--- config.mk ---
export PLATFORM = sky130hd
export DESIGN_NAME = rc_pwm_capture_failsafe_unit
export DESIGN_NICKNAME = d
export VERILOG_FILES = /design/src/rtl/core/rcpf_pkg.sv /design/src/rtl/core/rcpf_csr.sv /design/src/rtl/core/rc_pwm_capture_failsafe_unit.sv
export SDC_FILE = /design/constraint.sdc
export NUM_CORES = 2
export LEC_CHECK = 0
export BUFFER_PORTS_ARGS = -buffer_cell sky130_fd_sc_hd__clkbuf_2
export CAP_MARGIN = 0
export CORE_MARGIN = 2
export CORE_UTILIZATION = 47
export DETAILED_ROUTE_END_ITERATION = 16
export PLACE_DENSITY = 0.75
export SYNTH_ARGS = -nofsm -noshare
export SYNTH_HDL_FRONTEND = slang
export SYNTH_HIERARCHICAL = 1
export SYNTH_SLANG_ARGS = --single-unit
--- constraint.sdc ---
create_clock -name clock -period 10.3 [get_ports clock]
set_clock_uncertainty 0.2 [all_clocks]
set_input_delay 2.06 -clock clock [delete_from_list [all_inputs] [get_ports clock]]
set_output_delay 2.06 -clock clock [all_outputs]
set_load 0.02 [all_outputs]
--- src/rtl/core/rcpf_pkg.sv ---
// Shared types and constants for the RC pulse capture and failsafe block.
// No dependencies; every other file of the block imports this package.
package rcpf_pkg;

   localparam int CHANNELS   = 6;
   localparam int CTRL_CH    = 4;   // throttle, roll, pitch, yaw
   localparam int LVL_W      = 12;
   localparam int TMO_W      = 24;
   localparam int MASK_W     = 3;
   localparam int TIME_W     = 32;
   localparam int EDGE_W     = 16;  // falling edge width is kept to 16 bits
   localparam int OUT_W      = 12;
   localparam int CSR_IDX_W  = 3;
   localparam int CSR_DATA_W = 24;

   // request kinds
   localparam logic KIND_EDGE = 1'b0;
   localparam logic KIND_EVAL = 1'b1;

   // channel numbers
   localparam logic [2:0] CH_THROTTLE = 3'd0;

   // register indexes
   localparam logic [CSR_IDX_W-1:0] CSR_PULSE_MIN     = 3'd0;
   localparam logic [CSR_IDX_W-1:0] CSR_PULSE_MAX     = 3'd1;
   localparam logic [CSR_IDX_W-1:0] CSR_THR_FAILSAFE  = 3'd2;
   localparam logic [CSR_IDX_W-1:0] CSR_THR_CUT       = 3'd3;
   localparam logic [CSR_IDX_W-1:0] CSR_STALE_TMO     = 3'd4;
   localparam logic [CSR_IDX_W-1:0] CSR_FAILSAFE_DLY  = 3'd5;
   localparam logic [CSR_IDX_W-1:0] CSR_REQUIRED_MASK = 3'd6;
   localparam logic [CSR_IDX_W-1:0] CSR_THR_FLOOR     = 3'd7;

   typedef struct packed {
      logic              kind;
      logic [2:0]        channel;
      logic              level;
      logic [TIME_W-1:0] time_us;
   } req_type;

   typedef struct packed {
      logic             failsafe;
      logic             loss_pending;
      logic             throttle_cut;
      logic             controls_valid;
      logic [OUT_W-1:0] throttle_us;
      logic [OUT_W-1:0] roll_us;
      logic [OUT_W-1:0] pitch_us;
      logic [OUT_W-1:0] yaw_us;
      logic [OUT_W-1:0] aux1_us;
      logic [OUT_W-1:0] aux2_us;
   } rsp_type;

   typedef struct packed {
      logic [LVL_W-1:0]  pulse_min_us;
      logic [LVL_W-1:0]  pulse_max_us;
      logic [LVL_W-1:0]  throttle_failsafe_level;
      logic [LVL_W-1:0]  throttle_cut_level;
      logic [TMO_W-1:0]  stale_timeout_us;
      logic [TMO_W-1:0]  failsafe_delay_us;
      logic [MASK_W-1:0] required_mask;
      logic [LVL_W-1:0]  throttle_floor_us;
   } cfg_type;

endpackage

--- src/rtl/core/rcpf_csr.sv ---
// Configuration register bank of the RC pulse capture and failsafe block.
// Depends on rcpf_pkg for the register indexes and the cfg_type bundle.
module rcpf_csr (
   input  logic                             clock,
   input  logic                             reset,
   input  logic                             csr_valid,
   output logic                             csr_ready,
   input  logic [rcpf_pkg::CSR_IDX_W-1:0]   csr_index,
   input  logic [rcpf_pkg::CSR_DATA_W-1:0]  csr_data,
   output rcpf_pkg::cfg_type                cfg
);
   import rcpf_pkg::*;

   cfg_type cfg_ff;
   cfg_type cfg_in;

   assign csr_ready = 1'b1;
   assign cfg       = cfg_ff;

   always_comb begin
      cfg_in = cfg_ff;
      if (csr_valid) begin
         case (csr_index)
            CSR_PULSE_MIN:     cfg_in.pulse_min_us            = csr_data[LVL_W-1:0];
            CSR_PULSE_MAX:     cfg_in.pulse_max_us            = csr_data[LVL_W-1:0];
            CSR_THR_FAILSAFE:  cfg_in.throttle_failsafe_level = csr_data[LVL_W-1:0];
            CSR_THR_CUT:       cfg_in.throttle_cut_level      = csr_data[LVL_W-1:0];
            CSR_STALE_TMO:     cfg_in.stale_timeout_us        = csr_data[TMO_W-1:0];
            CSR_FAILSAFE_DLY:  cfg_in.failsafe_delay_us       = csr_data[TMO_W-1:0];
            CSR_REQUIRED_MASK: cfg_in.required_mask           = csr_data[MASK_W-1:0];
            CSR_THR_FLOOR:     cfg_in.throttle_floor_us       = csr_data[LVL_W-1:0];
            default:           cfg_in = cfg_ff;
         endcase
      end
   end

   always_ff @(posedge clock) begin
      if (reset) begin
         cfg_ff.pulse_min_us            <= 12'd900;
         cfg_ff.pulse_max_us            <= 12'd2100;
         cfg_ff.throttle_failsafe_level <= 12'd950;
         cfg_ff.throttle_cut_level      <= 12'd1050;
         cfg_ff.stale_timeout_us        <= 24'd100000;
         cfg_ff.failsafe_delay_us       <= 24'd2000000;
         cfg_ff.required_mask           <= 3'd7;
         cfg_ff.throttle_floor_us       <= 12'd1000;
      end else begin
         cfg_ff <= cfg_in;
      end
   end

endmodule

--- src/rtl/core/rc_pwm_capture_failsafe_unit.sv ---
// Top level of the six-channel RC servo pulse capture with failsafe.
// Depends on rcpf_pkg and instantiates rcpf_csr.
//
//   channel | direction | handshake           | payload
//   --------+-----------+---------------------+---------------------------------
//   req     | in        | req_valid/req_stall | rcpf_pkg::req_type (edge or eval)
//   rsp     | out       | rsp_valid/rsp_stall | rcpf_pkg::rsp_type (one per eval)
//   csr     | in        | csr_valid/csr_ready | csr_index, csr_data (ready high)
//
// A request is held in the input register, where it is resolved against
// the channel state; an evaluate result is written into the result register
// as the request leaves it. One request per cycle is taken unless req_stall is high.
// An edge request never waits on rsp_stall; an evaluate request waits in the
// input register only while the previous result is still held by rsp_stall.
// Synchronous active-high reset clears channel state and loads register defaults.
module rc_pwm_capture_failsafe_unit #(
   parameter int PULSE_BITS = 12
) (
   input  logic                             clock,
   input  logic                             reset,
   input  logic                             req_valid,
   output logic                             req_stall,
   input  rcpf_pkg::req_type                req_data,
   output logic                             rsp_valid,
   input  logic                             rsp_stall,
   output rcpf_pkg::rsp_type                rsp_data,
   input  logic                             csr_valid,
   output logic                             csr_ready,
   input  logic [rcpf_pkg::CSR_IDX_W-1:0]   csr_index,
   input  logic [rcpf_pkg::CSR_DATA_W-1:0]  csr_data
);
   import rcpf_pkg::*;

   localparam int CMP_W = 16;

   cfg_type cfg;

   // input register
   logic    s1_valid_ff, s1_valid_in;
   req_type s1_ff;
   logic    s1_go;
   logic    s1_eval;

   // per-channel state
   logic [EDGE_W-1:0]     rise_ff    [CHANNELS];
   logic [EDGE_W-1:0]     rise_in    [CHANNELS];
   logic [PULSE_BITS-1:0] capt_ff    [CHANNELS];
   logic [PULSE_BITS-1:0] capt_in    [CHANNELS];
   logic [TIME_W-1:0]     capt_t_ff  [CHANNELS];
   logic [TIME_W-1:0]     capt_t_in  [CHANNELS];
   logic [PULSE_BITS-1:0] held_ff    [CHANNELS];
   logic [PULSE_BITS-1:0] held_in    [CHANNELS];

   logic              failsafe_ff, failsafe_in;
   logic              loss_ff, loss_in;
   logic [TIME_W-1:0] loss_t_ff, loss_t_in;

   // evaluate terms
   logic [CTRL_CH-1:0] stale;
   logic               timeout;
   logic               rx_failsafe;
   logic               cut;
   logic               good;
   logic [CMP_W-1:0]   thr;
   logic [TIME_W-1:0]  loss_age;

   // result register
   logic    out_valid_ff, out_valid_in;
   rsp_type out_ff, out_in;

   rcpf_csr u_csr (
      .clock     (clock),
      .reset     (reset),
      .csr_valid (csr_valid),
      .csr_ready (csr_ready),
      .csr_index (csr_index),
      .csr_data  (csr_data),
      .cfg       (cfg)
   );

   // Advance the input register unless an evaluate result would overrun a
   // stalled result register.
   assign s1_eval   = s1_ff.kind == KIND_EVAL;
   assign s1_go     = s1_valid_ff && (!s1_eval || !out_valid_ff || !rsp_stall);
   assign req_stall = s1_valid_ff && !s1_go;

   always_comb begin
      s1_valid_in = s1_valid_ff;
      if (s1_go) begin
         s1_valid_in = 1'b0;
      end
      if (req_valid && !req_stall) begin
         s1_valid_in = 1'b1;
      end
   end

   // Edge capture: a rise stores the low time bits, a fall measures the
   // 16-bit width and keeps it only inside [min, max].
   always_comb begin
      logic [EDGE_W-1:0] width;
      for (int i = 0; i < CHANNELS; i++) begin
         rise_in[i]   = rise_ff[i];
         capt_in[i]   = capt_ff[i];
         capt_t_in[i] = capt_t_ff[i];
         width = s1_ff.time_us[EDGE_W-1:0] - rise_ff[i];
         if (s1_go && !s1_eval && s1_ff.channel == 3'(i)) begin
            if (s1_ff.level) begin
               rise_in[i] = s1_ff.time_us[EDGE_W-1:0];
            end else if (width >= EDGE_W'(cfg.pulse_min_us) &&
                         width <= EDGE_W'(cfg.pulse_max_us)) begin
               capt_in[i]   = width[PULSE_BITS-1:0];
               capt_t_in[i] = s1_ff.time_us;
            end
         end
      end
   end

   // Evaluate: classify throttle, check required channels for staleness.
   always_comb begin
      logic [TIME_W-1:0] age;
      for (int i = 0; i < CTRL_CH; i++) begin
         age      = s1_ff.time_us - capt_t_ff[i];
         stale[i] = age >= TIME_W'(cfg.stale_timeout_us);
      end
   end

   assign timeout     = |(cfg.required_mask & stale[CTRL_CH-1:1]);
   assign thr         = CMP_W'(capt_ff[CH_THROTTLE]);
   assign rx_failsafe = thr < CMP_W'(cfg.throttle_failsafe_level);
   assign cut         = rx_failsafe || thr < CMP_W'(cfg.throttle_cut_level) || stale[0];
   assign good        = !(timeout || rx_failsafe);
   assign loss_age    = s1_ff.time_us - loss_t_ff;

   always_comb begin
      failsafe_in = failsafe_ff;
      loss_in     = loss_ff;
      loss_t_in   = loss_t_ff;
      for (int i = 0; i < CHANNELS; i++) begin
         held_in[i] = held_ff[i];
      end
      if (s1_go && s1_eval) begin
         if (good) begin
            // signal good: drop loss state, refresh held values
            failsafe_in = 1'b0;
            loss_in     = 1'b0;
            held_in[0]  = cut ? PULSE_BITS'(cfg.throttle_floor_us) : capt_ff[0];
            for (int i = 1; i < CHANNELS; i++) begin
               held_in[i] = capt_ff[i];
            end
         end else if (!loss_ff) begin
            // first lost evaluate only starts the loss timer
            loss_in   = 1'b1;
            loss_t_in = s1_ff.time_us;
         end else if (loss_age >= TIME_W'(cfg.failsafe_delay_us)) begin
            failsafe_in = 1'b1;
         end
      end
   end

   // Result built from the state as it stands after this evaluate.
   always_comb begin
      out_in                = out_ff;
      out_valid_in          = out_valid_ff;
      if (!rsp_stall) begin
         out_valid_in = 1'b0;
      end
      if (s1_go && s1_eval) begin
         out_valid_in          = 1'b1;
         out_in.failsafe       = failsafe_in;
         out_in.loss_pending   = loss_in;
         out_in.throttle_cut   = cut;
         out_in.controls_valid = !(failsafe_in || loss_in);
         out_in.throttle_us    = OUT_W'(held_in[0]);
         out_in.roll_us        = OUT_W'(held_in[1]);
         out_in.pitch_us       = OUT_W'(held_in[2]);
         out_in.yaw_us         = OUT_W'(held_in[3]);
         out_in.aux1_us        = OUT_W'(held_in[4]);
         out_in.aux2_us        = OUT_W'(held_in[5]);
      end
   end

   always_ff @(posedge clock) begin
      if (reset) begin
         s1_valid_ff  <= 1'b0;
         out_valid_ff <= 1'b0;
         failsafe_ff  <= 1'b0;
         loss_ff      <= 1'b0;
         loss_t_ff    <= '0;
         for (int i = 0; i < CHANNELS; i++) begin
            rise_ff[i]   <= '0;
            capt_ff[i]   <= '0;
            capt_t_ff[i] <= '0;
            held_ff[i]   <= '0;
         end
      end else begin
         s1_valid_ff  <= s1_valid_in;
         out_valid_ff <= out_valid_in;
         failsafe_ff  <= failsafe_in;
         loss_ff      <= loss_in;
         loss_t_ff    <= loss_t_in;
         for (int i = 0; i < CHANNELS; i++) begin
            rise_ff[i]   <= rise_in[i];
            capt_ff[i]   <= capt_in[i];
            capt_t_ff[i] <= capt_t_in[i];
            held_ff[i]   <= held_in[i];
         end
      end
   end

   // payload registers, no reset
   always_ff @(posedge clock) begin
      if (req_valid && !req_stall) begin
         s1_ff <= req_data;
      end
      out_ff <= out_in;
   end

   assign rsp_valid = out_valid_ff;
   assign rsp_data  = out_ff;

endmodule

==> results.toml <==
[pwr]
peakVddDrop_v = 0.0001049
powerDensity_mw_per_mm2 = 134.5
finalPower_mw = 6.356
p_leak_nw = 20.17

[cts]
cts.clk_slew.worst_paths_ps = 60
cts-root-buf = "clkbuf_16"
cts_sinks = 628
clk_path_buf_depth = 3
cts_hold_buf = 0
cts_buffers = 74
clkLatencyLatePin_ps = 640
ctsResizeCount = 0
postCtsSetupBuffers = 0
htreeDepth = 3
cts_tree = "built"

[synthesis]
synth_top_family_by_area = "simple AND/OR/NAND/NOR gates"
yosysSeqAreaShare_pct = 31.89
synthTopCellsByArea = "dfxtp_1 24%, ha_1 15%, mux2i_1 8.9%"
netlist_instances = 4916
synth_ff_type = "dfxtp_1"
yosys.area.top_type_share_pct = 23.99
synth_simple_gate_area_share_pct = 16.47
synth_top_area_cell = "dfxtp_1"
ys_seq_elements = 628
yosys-top-cells-count = "531 x ha_1, 515 x dfxtp_1, 411 x a21oi_1, 395 x inv_1, 381 x mux2i_1"
synthMuxAreaShare_pct = 10.55
syn_nets = 5527
synth_compound_area_share_pct = 15.71
synth_edf_count = 113
synth.most_common_cell = "ha_1"
synthAdderAreaFrac_pct = 15.97
synthArstFlopShare_pct = 0
ys_warn_count = 6
ys_types = 91
synth_xor_area_share_pct = 3.872
avgSynthCellArea_um2 = 8.742
syn-cell-area_mm2 = 0.04298

[critical_path]
cp_num_cells = 25
cp_common_cell = "a21oi_1"
cp.arrival_ps = 8610
cp_num_buf_inv = 3
crit_fanout = 78
critPathLaunchType = "flop"
slowest_stage = "a41o_1"
endpoint_kind = "flop"
ff2ff_path_depth = 25
crit_path_max_incr_delay_ps = 730
cp.required_ps = 10470
path_delay_family = "compound AO/OA/AOI/OAI gates"
critical_path_class = "reg -> reg"

[layout]
final_util_pct = 52.35
syn2layout_area_growth_pct = 9.983
layout.cells.non_filler = 6216
drive_above_1_share_pct = 7.164
seqCellArea_mm2 = 0.01370
fill_cells = 8315
multi_input_area_mm2 = 0.02698
finalNetCount = 5590
final_area_mm2 = 0.04727

[sta]
finalWorstSetupSlack_ps = 1856
drv_slew = 0
worstMarginPinSlew_ps = 1201
max_freq_mhz = 118.4
tns_ps = 0
finalCriticalPeriod_ps = 8444
max-slew-margin-rel_pct = 18.80
hold_viol = 0
fin_crit_sh_pct = 81.98
rsz0062_at_grt = "false"
setup-violations-final = 0
whs_ps = 251.9

[floorplanning]
start_util_pct = 47.60
fp-row-count = 110
die_w_um = 306.4
fp.dieH_um = 306.4
fp.coreArea_mm2 = 0.09029
dieArea_mm2 = 0.09387
ios = 148

[min_path]
whs_path_depth = 2
hold_path_class = "reg -> reg"

[global_routing]
grt_pass1_wl_um = 184100
gr-usage-all-layers_pct = 24.51
grt-ovfl-total = 0
grt_pass1_vias = 33240
antenna_found_initial = 2
grt_max_degree = 197

[drt]
vias = 35290
dr.pass1.iters = 6
antenna_left = 0
routedWlPerCell_um = 18.99
drt_wl_total_um = 118100
drt_iter0_drc = 2666
via_per_inst = 5.677
drc = 0

[placed_design]
dp_hpwl_um = 84340
place_ws_ps = 1867
place_area_mm2 = 0.04477
io_buffers = 146
dp_cells = 6079
gp_congestion = 0.9275

[outcome]
status = "completed"

[flow_run]
max_cap_violations = 0
[final cells by class]
class                           count  share of cell area, %
Inverter                          396                  3.150
Antenna cell                        1               0.005294
Sequential cell                   628                  28.99
Clock inverter                     29                 0.7253
Timing Repair Buffer              196                  2.388
Clock buffer                      107                  4.545
Tap cell                         1176                  3.113
Multi-Input combinational cell   3683                  57.08
[where the power goes]
| group | total (mW) | internal (mW) | switching (mW) |
|---|---|---|---|
| logic | 1.11 | 0.439 | 0.668 |
| registers | 2.55 | 2.53 | 0.0242 |
| clock network | 2.69 | 1.59 | 1.11 |
| total | 6.36 | 4.56 | 1.80 |
[sequential cells by signal, indices dropped and copies added (netlist names)]
register,cells
capt_ff,72
capt_t_ff,128
failsafe_ff,1
held_ff,72
loss_ff,1
loss_t_ff,32
rise_ff,96
rsp_data,76
rsp_valid,1
s1_eval,1
s1_ff,36
s1_valid_ff,1
u_csr/cfg,111
[metal layers]
metal,global-route usage (%),vias up,wire length (um)
met5,0,-,8
met4,10.25,2,5132
met3,3.359,262,6534
met2,41.30,990,55010
met1,31.43,16620,51370
li1,-,17420,-
[cell families (layout without fill, tap and decap cells)]
family,Yosys count,count (layout)
muxes,445,445
buffers and inverters,605,728
other,1,2
and+or+nand+nor,1428,1428
xor gates and xnor gates,190,190
adders and majority gates,542,542
DFF,628,628
AOI/OAI and AO/OA,1077,1077
[placed cells by master, fill, tap and decap left out, drive strengths merged, types with 121 or more instances in the layout]
| cell type | count |
|---|---|
| xnor2 | 121 |
| clkbuf | 252 |
| ha | 531 |
| inv | 401 |
| o21ai | 202 |
| a21o | 122 |
| dfxtp | 515 |
| nand2b | 332 |
| mux2i | 381 |
| nand2 | 337 |
| nor2 | 370 |
| a21oi | 412 |
[worst reg2reg max path: stages (launching register included)]
cell and delay (ps):
edfxtp_1 570, inv_1 460, ha_1 260, inv_1 60
fa_1 400, a21o_1 190, a221oi_1 600, nand2_1 110
a31oi_1 250, o21ai_0 170, a21o_1 210, a21oi_1 200
o21ai_0 160, a31oi_1 230, xnor2_1 150, ha_1 260
nand4_1 100, a21oi_1 50, a2111oi_0 380, a21oi_1 130
a2111oi_0 340, and3_1 200, a41o_1 730, nand4_4 560
buf_4 600, mux2_1 620
[final timing paths]
kind / startpoint / to / slack (ps)
worst max-delay path: s1_ff[0] / rsp_data[44] / 1860
worst min-delay path: rise_ff[0][3] / rise_ff[0][3] / 250
worst max register to register: s1_ff[0] / rsp_data[44] / 1860
worst min register to register: rise_ff[0][3] / rise_ff[0][3] / 250
(Power assumes the default switching activity.)
